`config.mk`:
```
export PLATFORM = sky130hd
export DESIGN_NAME = interval_column_best_fit
export DESIGN_NICKNAME = d
export VERILOG_FILES = /design/src/rtl/icbf_pkg.sv /design/src/rtl/icbf_seq.sv /design/src/rtl/interval_column_best_fit.sv
export VERILOG_INCLUDE_DIRS = /design/src /design/src/rtl
export SDC_FILE = /design/constraint.sdc
export NUM_CORES = 1
export LEC_CHECK = 0
export CORE_UTILIZATION = 30
export DETAILED_ROUTE_END_ITERATION = 16
export DONT_BUFFER_PORTS = 1
export HOLD_SLACK_MARGIN = 0.03
export PLACE_DENSITY_LB_ADDON = 0.25
export SKIP_LAST_GASP = 1
export SLEW_MARGIN = 10
export SYNTH_ARGS = -nofsm -noshare
export SYNTH_HDL_FRONTEND = slang
export SYNTH_SLANG_ARGS = --single-unit
```
`constraint.sdc`:
```
create_clock -name i_clk -period 4.9 [get_ports i_clk]
set_clock_uncertainty 0.1 [all_clocks]
set_input_delay 0.245 -clock i_clk [delete_from_list [all_inputs] [get_ports i_clk]]
set_output_delay 0.245 -clock i_clk [all_outputs]
set_load 0.01 [all_outputs]
```
`src/rtl/interval_column_best_fit_defines.svh`:
```
// Assertion macros used by the RTL file that checks its own logic.
`ifndef INTERVAL_COLUMN_BEST_FIT_DEFINES_SVH
`define INTERVAL_COLUMN_BEST_FIT_DEFINES_SVH

// Same-cycle implication, checked outside reset.
`define ICBF_ASSERT_IMP(name, clk, rst_n, ante, cons) \
    name: assert property (@(posedge clk) disable iff (!rst_n) (ante) |-> (cons)) \
        else $error("icbf: same-cycle check failed");

// Next-cycle implication, checked outside reset.
`define ICBF_ASSERT_NXT(name, clk, rst_n, ante, cons) \
    name: assert property (@(posedge clk) disable iff (!rst_n) (ante) |=> (cons)) \
        else $error("icbf: next-cycle check failed");

`endif

```
`src/rtl/icbf_pkg.sv`:
```
package icbf_pkg;

    localparam int TIME_W              = 17;
    localparam int DEFAULT_MAX_COLUMNS = 16;
    localparam logic [TIME_W-1:0] DAY_SECONDS = TIME_W'(60 * 60 * 24);

    typedef struct packed {
        logic [TIME_W-1:0] start_time;
        logic [TIME_W-1:0] end_time;
        logic              first_of_day;
        logic [2:0]        day_index;
    } t_in;

    typedef struct packed {
        logic [3:0] column;
        logic [4:0] column_count;
        logic [2:0] split_day;
        logic       overflow;
    } t_out;

    // Microprogram addresses.
    typedef enum logic [1:0] {
        ST_IDLE,
        ST_SETUP,
        ST_SCAN,
        ST_UPDATE
    } t_step;

    // Jump conditions; a step whose condition is false repeats.
    typedef enum logic [1:0] {
        COND_ALWAYS,
        COND_IN_VALID,
        COND_SCAN_DONE
    } t_cond;

    typedef struct packed {
        logic  in_ready;
        logic  setup;
        logic  scan;
        logic  update;
        t_cond cond;
        t_step target;
    } t_ctrl;

    // Status returned by the datapath to the sequencer.
    typedef struct packed {
        logic in_valid;
        logic scan_done;
    } t_flags;

    // Control store.
    function automatic t_ctrl ucode(input t_step step);
        t_ctrl w;
        w = '{in_ready: 1'b0, setup: 1'b0, scan: 1'b0, update: 1'b0,
              cond: COND_ALWAYS, target: ST_IDLE};
        case (step)
            ST_IDLE: begin
                w.in_ready = 1'b1;
                w.cond     = COND_IN_VALID;
                w.target   = ST_SETUP;
            end
            ST_SETUP: begin
                w.setup  = 1'b1;
                w.target = ST_SCAN;
            end
            ST_SCAN: begin
                w.scan   = 1'b1;
                w.cond   = COND_SCAN_DONE;
                w.target = ST_UPDATE;
            end
            ST_UPDATE: begin
                w.update = 1'b1;
                w.target = ST_IDLE;
            end
            default: begin
                w.target = ST_IDLE;
            end
        endcase
        return w;
    endfunction

endpackage

```
`src/rtl/icbf_seq.sv`:
```
module icbf_seq
    import icbf_pkg::*;
(
    input  logic   i_clk,
    input  logic   i_rst_n,
    input  t_flags i_flags,
    output t_ctrl  o_ctrl
);

    t_step r_pc;
    t_step n_pc;
    logic  w_cond;

    always_comb begin
        o_ctrl = ucode(r_pc);
    end

    always_comb begin
        case (o_ctrl.cond)
            COND_ALWAYS:    w_cond = 1'b1;
            COND_IN_VALID:  w_cond = i_flags.in_valid;
            COND_SCAN_DONE: w_cond = i_flags.scan_done;
            default:        w_cond = 1'b1;
        endcase
        n_pc = w_cond ? o_ctrl.target : r_pc;
    end

    always_ff @(posedge i_clk) begin
        if (!i_rst_n) begin
            r_pc <= ST_IDLE;
        end else begin
            r_pc <= n_pc;
        end
    end

endmodule

```
`src/rtl/interval_column_best_fit.sv`:
```
// One interval is in flight at a time: a new input beat is taken only once the previous
// one has been written back, and a result beat that waits to be taken holds back the
// write-back of the next. The one comparator walks the open columns through the single
// read port of the last-end memory; an exact fit ends the walk early.
// Synchronous active-low reset empties the columns and result register, not the memory.
`include "interval_column_best_fit_defines.svh"

module interval_column_best_fit
    import icbf_pkg::*;
#(
    parameter int MAX_COLUMNS = DEFAULT_MAX_COLUMNS
) (
    input  logic i_clk,
    input  logic i_rst_n,
    input  logic i_in_valid,
    output logic o_in_ready,
    input  t_in  i_in,
    output logic o_out_valid,
    input  logic i_out_ready,
    output t_out o_out
);

    // CW holds a column count (0..MAX_COLUMNS), IW indexes one column.
    localparam int CW = $clog2(MAX_COLUMNS + 1);
    localparam int IW = (MAX_COLUMNS > 1) ? $clog2(MAX_COLUMNS) : 1;
    localparam logic [CW-1:0] MAX_CNT = CW'(MAX_COLUMNS);

    // The sequencer steps through a four-word microprogram: wait for a beat,
    // set up the scan, scan the open columns until done and the result
    // register is free, then write back and present the result.
    t_ctrl  ctl;
    t_flags flags;

    icbf_seq u_seq (
        .i_clk   (i_clk),
        .i_rst_n (i_rst_n),
        .i_flags (flags),
        .o_ctrl  (ctl)
    );

    assign o_in_ready = ctl.in_ready;

    // Captured input beat.
    logic [TIME_W-1:0] r_start;
    logic [TIME_W-1:0] r_end;
    logic              r_clear;
    logic [2:0]        r_day;

    always_ff @(posedge i_clk) begin
        if (i_in_valid && o_in_ready) begin
            r_start <= i_in.start_time;
            r_end   <= i_in.end_time;
            r_clear <= i_in.first_of_day;
            r_day   <= i_in.day_index;
        end
    end

    // Last end time of each column. Only open columns are ever read, and
    // each column is written when it opens, so the contents need no reset.
    logic [TIME_W-1:0] r_mem [MAX_COLUMNS];
    logic [TIME_W-1:0] r_rd_data;

    // Scan state. Each read is issued in the cycle before its compare, so
    // r_cmp_vld and r_cmp_idx follow the data coming out of the memory.
    logic [CW-1:0]     r_used;
    logic [CW-1:0]     r_idx;
    logic              r_cmp_vld;
    logic [IW-1:0]     r_cmp_idx;
    logic              r_hit;
    logic              r_found;
    logic [IW-1:0]     r_best;
    logic [TIME_W-1:0] r_best_gap;

    // Result register.
    logic r_out_valid;
    t_out r_out;

    logic              w_issue;
    logic              w_hit_now;
    logic              w_better;
    logic [TIME_W-1:0] w_gap;

    always_comb begin
        w_gap     = r_start - r_rd_data;
        // An exact fit ends the walk; otherwise keep the smallest positive gap.
        // The strict compare keeps the lowest index on a tie, and the starting
        // value of the best gap rules out gaps of a whole day or more.
        w_hit_now = r_cmp_vld && !r_hit && (r_start == r_rd_data);
        w_better  = r_cmp_vld && !r_hit && (r_start > r_rd_data) && (w_gap < r_best_gap);
        w_issue   = ctl.scan && !r_hit && !w_hit_now && (r_idx < r_used);
        flags.in_valid  = i_in_valid;
        flags.scan_done = !r_cmp_vld && (r_hit || (r_idx == r_used))
                          && (!r_out_valid || i_out_ready);
    end

    // Write-back: a fitting column takes the end time, otherwise a new
    // column opens at r_used if there is room, otherwise overflow.
    logic          w_room;
    logic          w_wr_en;
    logic [IW-1:0] w_wr_idx;
    logic [CW-1:0] n_used;
    logic [CW-1:0] w_col;
    logic [31:0]   w_col32;
    logic [31:0]   w_cnt32;

    always_comb begin
        w_room   = r_used < MAX_CNT;
        w_wr_en  = ctl.update && (r_found || w_room);
        w_wr_idx = r_found ? r_best : r_used[IW-1:0];
        n_used   = (!r_found && w_room) ? r_used + CW'(1) : r_used;
        if (r_found) begin
            w_col = CW'(r_best);
        end else if (w_room) begin
            w_col = r_used;
        end else begin
            w_col = '0;
        end
        w_col32 = 32'(w_col);
        w_cnt32 = 32'(n_used);
    end

    always_ff @(posedge i_clk) begin
        if (w_issue) begin
            r_rd_data <= r_mem[r_idx[IW-1:0]];
        end
        if (w_wr_en) begin
            r_mem[w_wr_idx] <= r_end;
        end
    end

    always_ff @(posedge i_clk) begin
        if (!i_rst_n) begin
            r_used    <= '0;
            r_idx     <= '0;
            r_cmp_vld <= 1'b0;
            r_hit     <= 1'b0;
            r_found   <= 1'b0;
        end else begin
            if (ctl.setup) begin
                // A first-of-day beat empties every column before placement.
                if (r_clear) begin
                    r_used <= '0;
                end
                r_idx     <= '0;
                r_cmp_vld <= 1'b0;
                r_hit     <= 1'b0;
                r_found   <= 1'b0;
            end else if (ctl.update) begin
                r_used <= n_used;
            end else if (ctl.scan) begin
                r_cmp_vld <= w_issue;
                if (w_issue) begin
                    r_idx <= r_idx + CW'(1);
                end
                if (w_hit_now) begin
                    r_hit   <= 1'b1;
                    r_found <= 1'b1;
                end else if (w_better) begin
                    r_found <= 1'b1;
                end
            end
        end
    end

    always_ff @(posedge i_clk) begin
        if (ctl.setup) begin
            r_best_gap <= DAY_SECONDS;
        end else if (ctl.scan && w_better) begin
            r_best_gap <= w_gap;
        end
        if (ctl.scan && w_issue) begin
            r_cmp_idx <= r_idx[IW-1:0];
        end
        if (ctl.scan && (w_hit_now || w_better)) begin
            r_best <= r_cmp_idx;
        end
    end

    // Result register: loaded by the update step, which the sequencer enters
    // only when the register is empty or being drained in the same cycle.
    always_ff @(posedge i_clk) begin
        if (!i_rst_n) begin
            r_out_valid <= 1'b0;
        end else if (ctl.update) begin
            r_out_valid <= 1'b1;
        end else if (i_out_ready) begin
            r_out_valid <= 1'b0;
        end
    end

    always_ff @(posedge i_clk) begin
        if (ctl.update) begin
            r_out.column       <= w_col32[3:0];
            r_out.column_count <= w_cnt32[4:0];
            r_out.split_day    <= r_day;
            r_out.overflow     <= !r_found && !w_room;
        end
    end

    assign o_out_valid = r_out_valid;
    assign o_out       = r_out;

    // Only one interval is in flight at a time.
    `ICBF_ASSERT_NXT(a_one_item, i_clk, i_rst_n, i_in_valid && o_in_ready, !o_in_ready)
    // The open-column count never passes the number of columns.
    `ICBF_ASSERT_IMP(a_used_bound, i_clk, i_rst_n, 1'b1, r_used <= MAX_CNT)
    // A result is never written over one that has not been taken.
    `ICBF_ASSERT_IMP(a_load_free, i_clk, i_rst_n, ctl.update, !r_out_valid || i_out_ready)
    // An exact fit always marks a winning column.
    `ICBF_ASSERT_IMP(a_hit_found, i_clk, i_rst_n, r_hit, r_found)

endmodule

```
=== After elaboration in Yosys (flattened, before gate mapping) ===
Memory sizes are Yosys's and may differ from the RTL's. A register that Yosys moved wholly into a read port is not among the register bits.
Cells that the tools add are included.
W data, S select, Z words.

* Memory bits (writable): 272
* Input bits: 42
* Bits in registers: 92
* Memories kept: 1
* Output and inout bits: 15

{| class="wikitable"
|+ Memories
! name !! words !! width !! rd ports !! clocked after memory_dff !! wr ports !! RTL line !! RTL
|-
| r_mem || 16 || 17 || 1 || 1 || 1 || interval_column_best_fit.sv:60 || <nowiki>logic [TIME_W-1:0] r_mem [MAX_COLUMNS];</nowiki>
|}

* Reductions and logical operators: 36
* Magnitude comparators: 4
* Equal/unequal tests: 8
* Add/sub/neg operators: 3
* Mux-type cells: 20
* Bitwise gates (word level): 2

{| class="wikitable"
|+ Operators with widths
! kind !! number
|-
| $mux W5 || 4
|-
| $eq A17 B17 Y1 || 1
|-
| $gt A17 B17 Y1 || 1
|-
| $lt A17 B17 Y1 || 1
|-
| $sub A17 B17 Y17 || 1
|-
| $logic_and A1 B1 Y1 || 16
|-
| $mux W4 || 3
|-
| $add A5 B1 Y5 const B || 2
|-
| $mux W1 || 10
|-
| $reduce_and A3 Y1 || 3
|-
| $pmux W2 S4 || 1
|-
| $eq A2 B2 Y1 const B || 3
|-
| $logic_not A1 Y1 || 6
|-
| $reduce_bool A2 Y1 || 3
|-
| $eq A5 B5 Y1 || 1
|-
| $lt A5 B5 Y1 || 1
|-
| $lt A5 B5 Y1 const B || 1
|-
| $eq A2 B1 Y1 const B || 2
|-
| $logic_or A1 B1 Y1 || 4
|-
| $pmux W2 S2 || 1
|-
| $reduce_and A2 Y1 || 2
|-
| $logic_not A2 Y1 || 1
|-
| $ne A2 B1 Y1 const B || 1
|-
| $not A1 Y1 || 2
|-
| 2 further kinds || 2
|}

=== Logic depth before layout (Yosys ltp) ===
* Word-level depth: 7
* Mapped depth: 19
* Mapped depth without buffers: 17

=== Cells and area by module ===
From an unflattened synthesis, not the netlist that was laid out.

* Cells, all modules: 859
* Area total of the unflattened synthesis: 15,605.0 um^2

{| class="wikitable"
|+ Modules (own cells, without submodules)
! module !! area each (um^2) !! cells each !! instances
|-
| interval_column_best_fit || 15,409.8 || 838 || 1
|-
| icbf_seq || 195.2 || 21 || 1
|}

=== Least setup slack after synthesis ===
OpenSTA, ideal clock, no wires.

* Path kind: register to register
* From: reg r_rd_data[0] (read register of r_mem)
* To: reg r_best[0] (enable)
* Slack: 0.972 ns
* Required time: 4.493 ns
* Setup time: 0.307 ns
* Clock period less this slack: 3.928 ns
* Path buffers: 2
* Data arrival time: 3.521 ns
* Cell stages (with the launch flop): 18
* Cell sequence: edfxtp_1 > ha_1 > fa_1 > nand2b_1 > a211oi_1 > nor4_1 > o31ai_1 > a21o_1 > xor2_1 > ha_1 > a21oi_1 > and2b_2 > o21ai_0 > o2111ai_1 > nor3b_2 > buf_6 > buf_12 > or2_1

* Word-level cells in the longest chain between the ends: 5

{| class="wikitable"
|+ RTL lines
! element !! RTL line !! RTL
|-
| start, declared || interval_column_best_fit.sv:61 || <nowiki>logic [TIME_W-1:0] r_rd_data;</nowiki>
|-
| $sub A17 B17 Y17 || interval_column_best_fit.sv:84 || <nowiki>w_gap = r_start - r_rd_data;</nowiki>
|-
| via w_gap[14] || interval_column_best_fit.sv:81 || <nowiki>logic [TIME_W-1:0] w_gap;</nowiki>
|-
| $lt A17 B17 Y1 || interval_column_best_fit.sv:89 || <nowiki>w_better = r_cmp_vld && !r_hit && (r_start > r_rd_data) && (w_gap < r_best_gap);</nowiki>
|-
| $logic_and A1 B1 Y1 || interval_column_best_fit.sv:89 ||
|-
| $logic_or A1 B1 Y1 || interval_column_best_fit.sv:174 || <nowiki>if (ctl.scan && (w_hit_now || w_better)) begin</nowiki>
|-
| $logic_and A1 B1 Y1 || interval_column_best_fit.sv:174 ||
|-
| end signal, assigned || interval_column_best_fit.sv:175 || <nowiki>r_best <= r_cmp_idx;</nowiki>
|-
| end, declared || interval_column_best_fit.sv:71 || <nowiki>logic [IW-1:0] r_best;</nowiki>
|}

The timed path passes the listed nets, and every way through them passes these cells.
A chain may end at the register's enable or synchronous reset.

=== Final worst setup path ===
* From: reg r_rd_data[0] (read register of r_mem)
* To: reg r_best_gap[10]

* Word-level cells in the longest chain between the ends: 4

{| class="wikitable"
|+ RTL lines
! element !! RTL line !! RTL
|-
| $sub A17 B17 Y17 || interval_column_best_fit.sv:84 ||
|-
| via w_gap[14] || interval_column_best_fit.sv:81 ||
|-
| $lt A17 B17 Y1 || interval_column_best_fit.sv:89 ||
|-
| $logic_and A1 B1 Y1 || interval_column_best_fit.sv:89 ||
|-
| $logic_and A1 B1 Y1 || interval_column_best_fit.sv:168 || <nowiki>end else if (ctl.scan && w_better) begin</nowiki>
|-
| end signal, assigned || interval_column_best_fit.sv:169 || <nowiki>r_best_gap <= w_gap;</nowiki>
|-
| end, declared || interval_column_best_fit.sv:72 || <nowiki>logic [TIME_W-1:0] r_best_gap;</nowiki>
|}

The timed path passes the listed nets, and every way through them passes these cells.

==> results by group <==
Routing
  • Via count: 7,686
  • Routed Wire Length: 34,900 um
  • Starting DRC count in detailed routing: 570
  • Vias per inst: 4.68
  • # DRC: 0
  • Post-DRT Antenna Nets: 0
  • DR pass1 iterations: 6
  • WL/cell: 21.2 um

Worst setup path
  • Crit path required time: 5210 ps
  • CP Capture Type: flip-flop
  • Top cell by count, worst path: ha_1
  • Crit Path Max Fanout: 19
  • Reg2reg start: r_rd_data[0]
  • CP peak stage delay: 410 ps
  • Critical Path, Cell by Cell: ha_1, fa_1, nand2b_1, a211oi_1, nor4_1, o31ai_1, a21o_1, xor2_1, ha_1, a21oi_1, and2b_2, o21ai_0, o2111ai_1, nor3b_4, buf_4, mux2i_1, nor2_1
  • CP max-delay cell: fa_1
  • Crit. Startpoint: r_rd_data[0]
  • CP startpoint kind: flip-flop
  • Critical Path AT: 4650 ps
  • Crit Path Class: reg2reg

Clock tree
  • Post-CTS Setup Bufs: 0
  • Post-CTS sizing: 0
  • Clock Latency Late Sink: 580 ps
  • Total CTS buffers: 42
  • CTS tree: done
  • CTS max path bufs: 3
  • Clock sink total: 381
  • CTS clk-pin slew, worst paths: 60 ps
  • Htree depth: 2
  • Root buf cell: clkbuf_16

STA
  • Final setup violation count: 0
  • Hold Vio Cnt, Final: 0
  • Min Hold Slack: 181 ps
  • Final period utilization: 88.5%
  • Crit path time final: 4340 ps
  • Fmax: 231 MHz
  • Setup TNS: 0 ps
  • Slew margin rel.: 40.9%
  • RSZ-0062 raised after global routing: no
  • Slew Limit Fails: 0
  • Worst Tran Pin Value: 887 ps

Worst hold path
  • Worst Hold Class: in2reg
  • Worst Hold Launch: i_in[8]

Yosys
  • Post-synth EDFFs: 348
  • Sequential area share after synthesis: 71.5%
  • Most common cell in the netlist: edfxtp_1
  • Synth warn: 0
  • Main synth FF type: edfxtp_1
  • Syn_nets: 944
  • Unique masters post-synth: 59
  • Synth Cell Area: 0.0155 sq mm
  • Yosys top cell by area: edfxtp_1
  • Synthesized area per cell: 18.2 sq um
  • #FFs+latches synth: 381
  • Synth cell count leaders: 348 x edfxtp_1, 85 x mux4_2, 61 x nor2_1
  • Gate Count Post-Synth: 856
  • Post-synth ARST share: 0%
  • Top post-synthesis cells by area: edfxtp_1 67%, mux4_2 12%, dfxtp_1 4.3%
  • Post-synth top area share: 67.2%

Floorplanning
  • Die height: 230 um
  • DIE WIDTH: 230 um
  • I/O pin total: 57
  • Rows: 83
  • Die area: 0.0527 sq mm
  • Core footprint: 0.0512 sq mm
  • Initial Utilization: 30.4%

Pwr
  • Max VDD drop: 0.261 mV
  • Pwr Density: 424 mW/mm^2
  • Power share of the combinational group: 9.3%
  • Switch share: 25.2%
  • Reg power frac: 51.2%
  • Internal Power: 5.78 mW
  • Switching power: 1.95 mW
  • Clock power share: 39.5%
  • Leak: 5.85 nW

GRT
  • Pin count of the biggest net entering global routing: 39
  • GRT Overall Usage: 13.5%
  • Initial antenna violation count: 0
  • Grt total ovfl: 0
  • First-pass GRT wire length: 52,500 um
  • Vias in the first global route: 8,087

Finish
  • Share of cells above drive strength 1: 20.8%
  • Fin cells: 1,641
  • Util after Layout: 35.6%
  • Antenna cells: 0
  • Filler cell count in the final layout: 4,797
  • # nets final: 1,021
  • Area grow syn2layout: 17.2%

Status
  • Status: complete, no violations

Placement
  • Final GP Congestion: 0.828
  • Placed Instances: 1,528
  • Post-detail-place hpwl: 20,600 um
  • Port Buffers: 0

Flow run
  • Max-Cap Viols: 0
[path summary, 6_finish.rpt]
check | to | slack [ps] | depth (start not counted)
max | r_best_gap[10] | 560 | 17
min | r_end[4] | 180 | 1
max reg2reg | r_best_gap[10] | 560 | 17
min reg2reg | o_out[1] | 320 | 0
[cell families (layout without fill, tap and decap cells)]
kind of cell	Yosys count	in the layout	synth area share, %
flops	381	381	71.5
simple gates	139	139	4.32
mux	96	96	13.0
compound gates	94	94	4.09
buf+inv	80	185	2.19
fa+ha+maj	46	46	3.75
xor+xnor	20	20	1.13
[critical path: cells and delay by family, from the launching register on]
family / cells / cell delay (ps)
fa+ha+maj: 3 / 890
buf+inv: 1 / 300
compound gates: 6 / 1280
flops: 1 / 360
simple gates: 5 / 830
mux: 1 / 220
xor+xnor: 1 / 190
[per-layer routing]
layer | track usage [%] | vias to the layer above | share of wire (%)
met1 | 17.6 | 3972 | 44
met5 | 0 | - | 0
li1 | - | 3540 | -
met4 | 4.65 | 0 | 2.3
met2 | 22.4 | 121 | 49
met3 | 2.90 | 53 | 4.3
[layout by cell type (no fill, tap or decap), types with 3 or more instances in the layout]
cell type / n
clkinv_2: 9
dlygate4sd3_1: 41
o211ai_1: 8
nor2_4: 4
nand4_1: 8
nor3_1: 8
edfxtp_1: 348
xnor2_1: 8
mux2i_1: 11
nor2_1: 45
inv_1: 50
a211oi_1: 3
o21a_1: 4
nor2b_1: 9
nor3b_1: 3
clkbuf_16: 43
clkinv_1: 9
o21ai_0: 16
a22oi_1: 5
nor2_2: 12
and2_1: 3
dfxtp_1: 30
a211o_2: 3
buf_4: 21
mux4_2: 85
o2111ai_1: 3
nand2b_1: 4
xor2_1: 12
nand2_1: 27
a21oi_1: 26
clkbuf_1: 3
ha_1: 45
a21o_1: 6
[power groups by stage]
stage	registers (mW)	clock network [mW]	logic, mW
finish	3.96	3.05	0.723
global placement	4.02	0	0.707
detailed placement	4.03	0	0.710
global route	3.98	3.27	0.820
floorplan	3.96	0	0.497
CTS	3.96	3.16	0.743
[state kept, by name, indices dropped and copies added (netlist names)]
signal and cells:
r_cmp_idx 4, r_start 17, u_seq.r_pc 2, r_rd_data 17, r_hit 1, r_best_gap 17
r_end 17, r_clear 1, r_used 5, o_out_valid 1, r_mem 272, r_found 1
r_idx 5, r_cmp_vld 1, r_best 4, r_day 3, o_out 13
[layout make-up]
| cell class | instances | area, sq um | area share [%] |
|---|---|---|---|
| clock buffers | 46 | 1090 | 5.97 |
| clock inverters | 26 | 233 | 1.28 |
| multi-input cells | 395 | 4160 | 22.8 |
| inverters | 50 | 188 | 1.03 |
| flip-flops and latches | 381 | 11100 | 61.0 |
| well taps | 680 | 851 | 4.67 |
| repair buffers | 63 | 588 | 3.23 |
[per-stage QoR]
stage                     total power, mW  cell area [sq um]  setup slack (ps)
after floorplan                      4.45              15500               972
after global routing                 8.07              18200               194
final                                7.73              18200               563
after detailed placement             4.74              16500               554
after CTS                            7.86              18200               540
after global placement               4.72              16500               580
[what timing repair did]
item	4_1_cts	5_1_grt
hold buffers	41	0
endpoints found under the setup margin	0	0
endpoints found under the hold margin	54	0
Note: power is estimated with default switching activity, not from simulation.
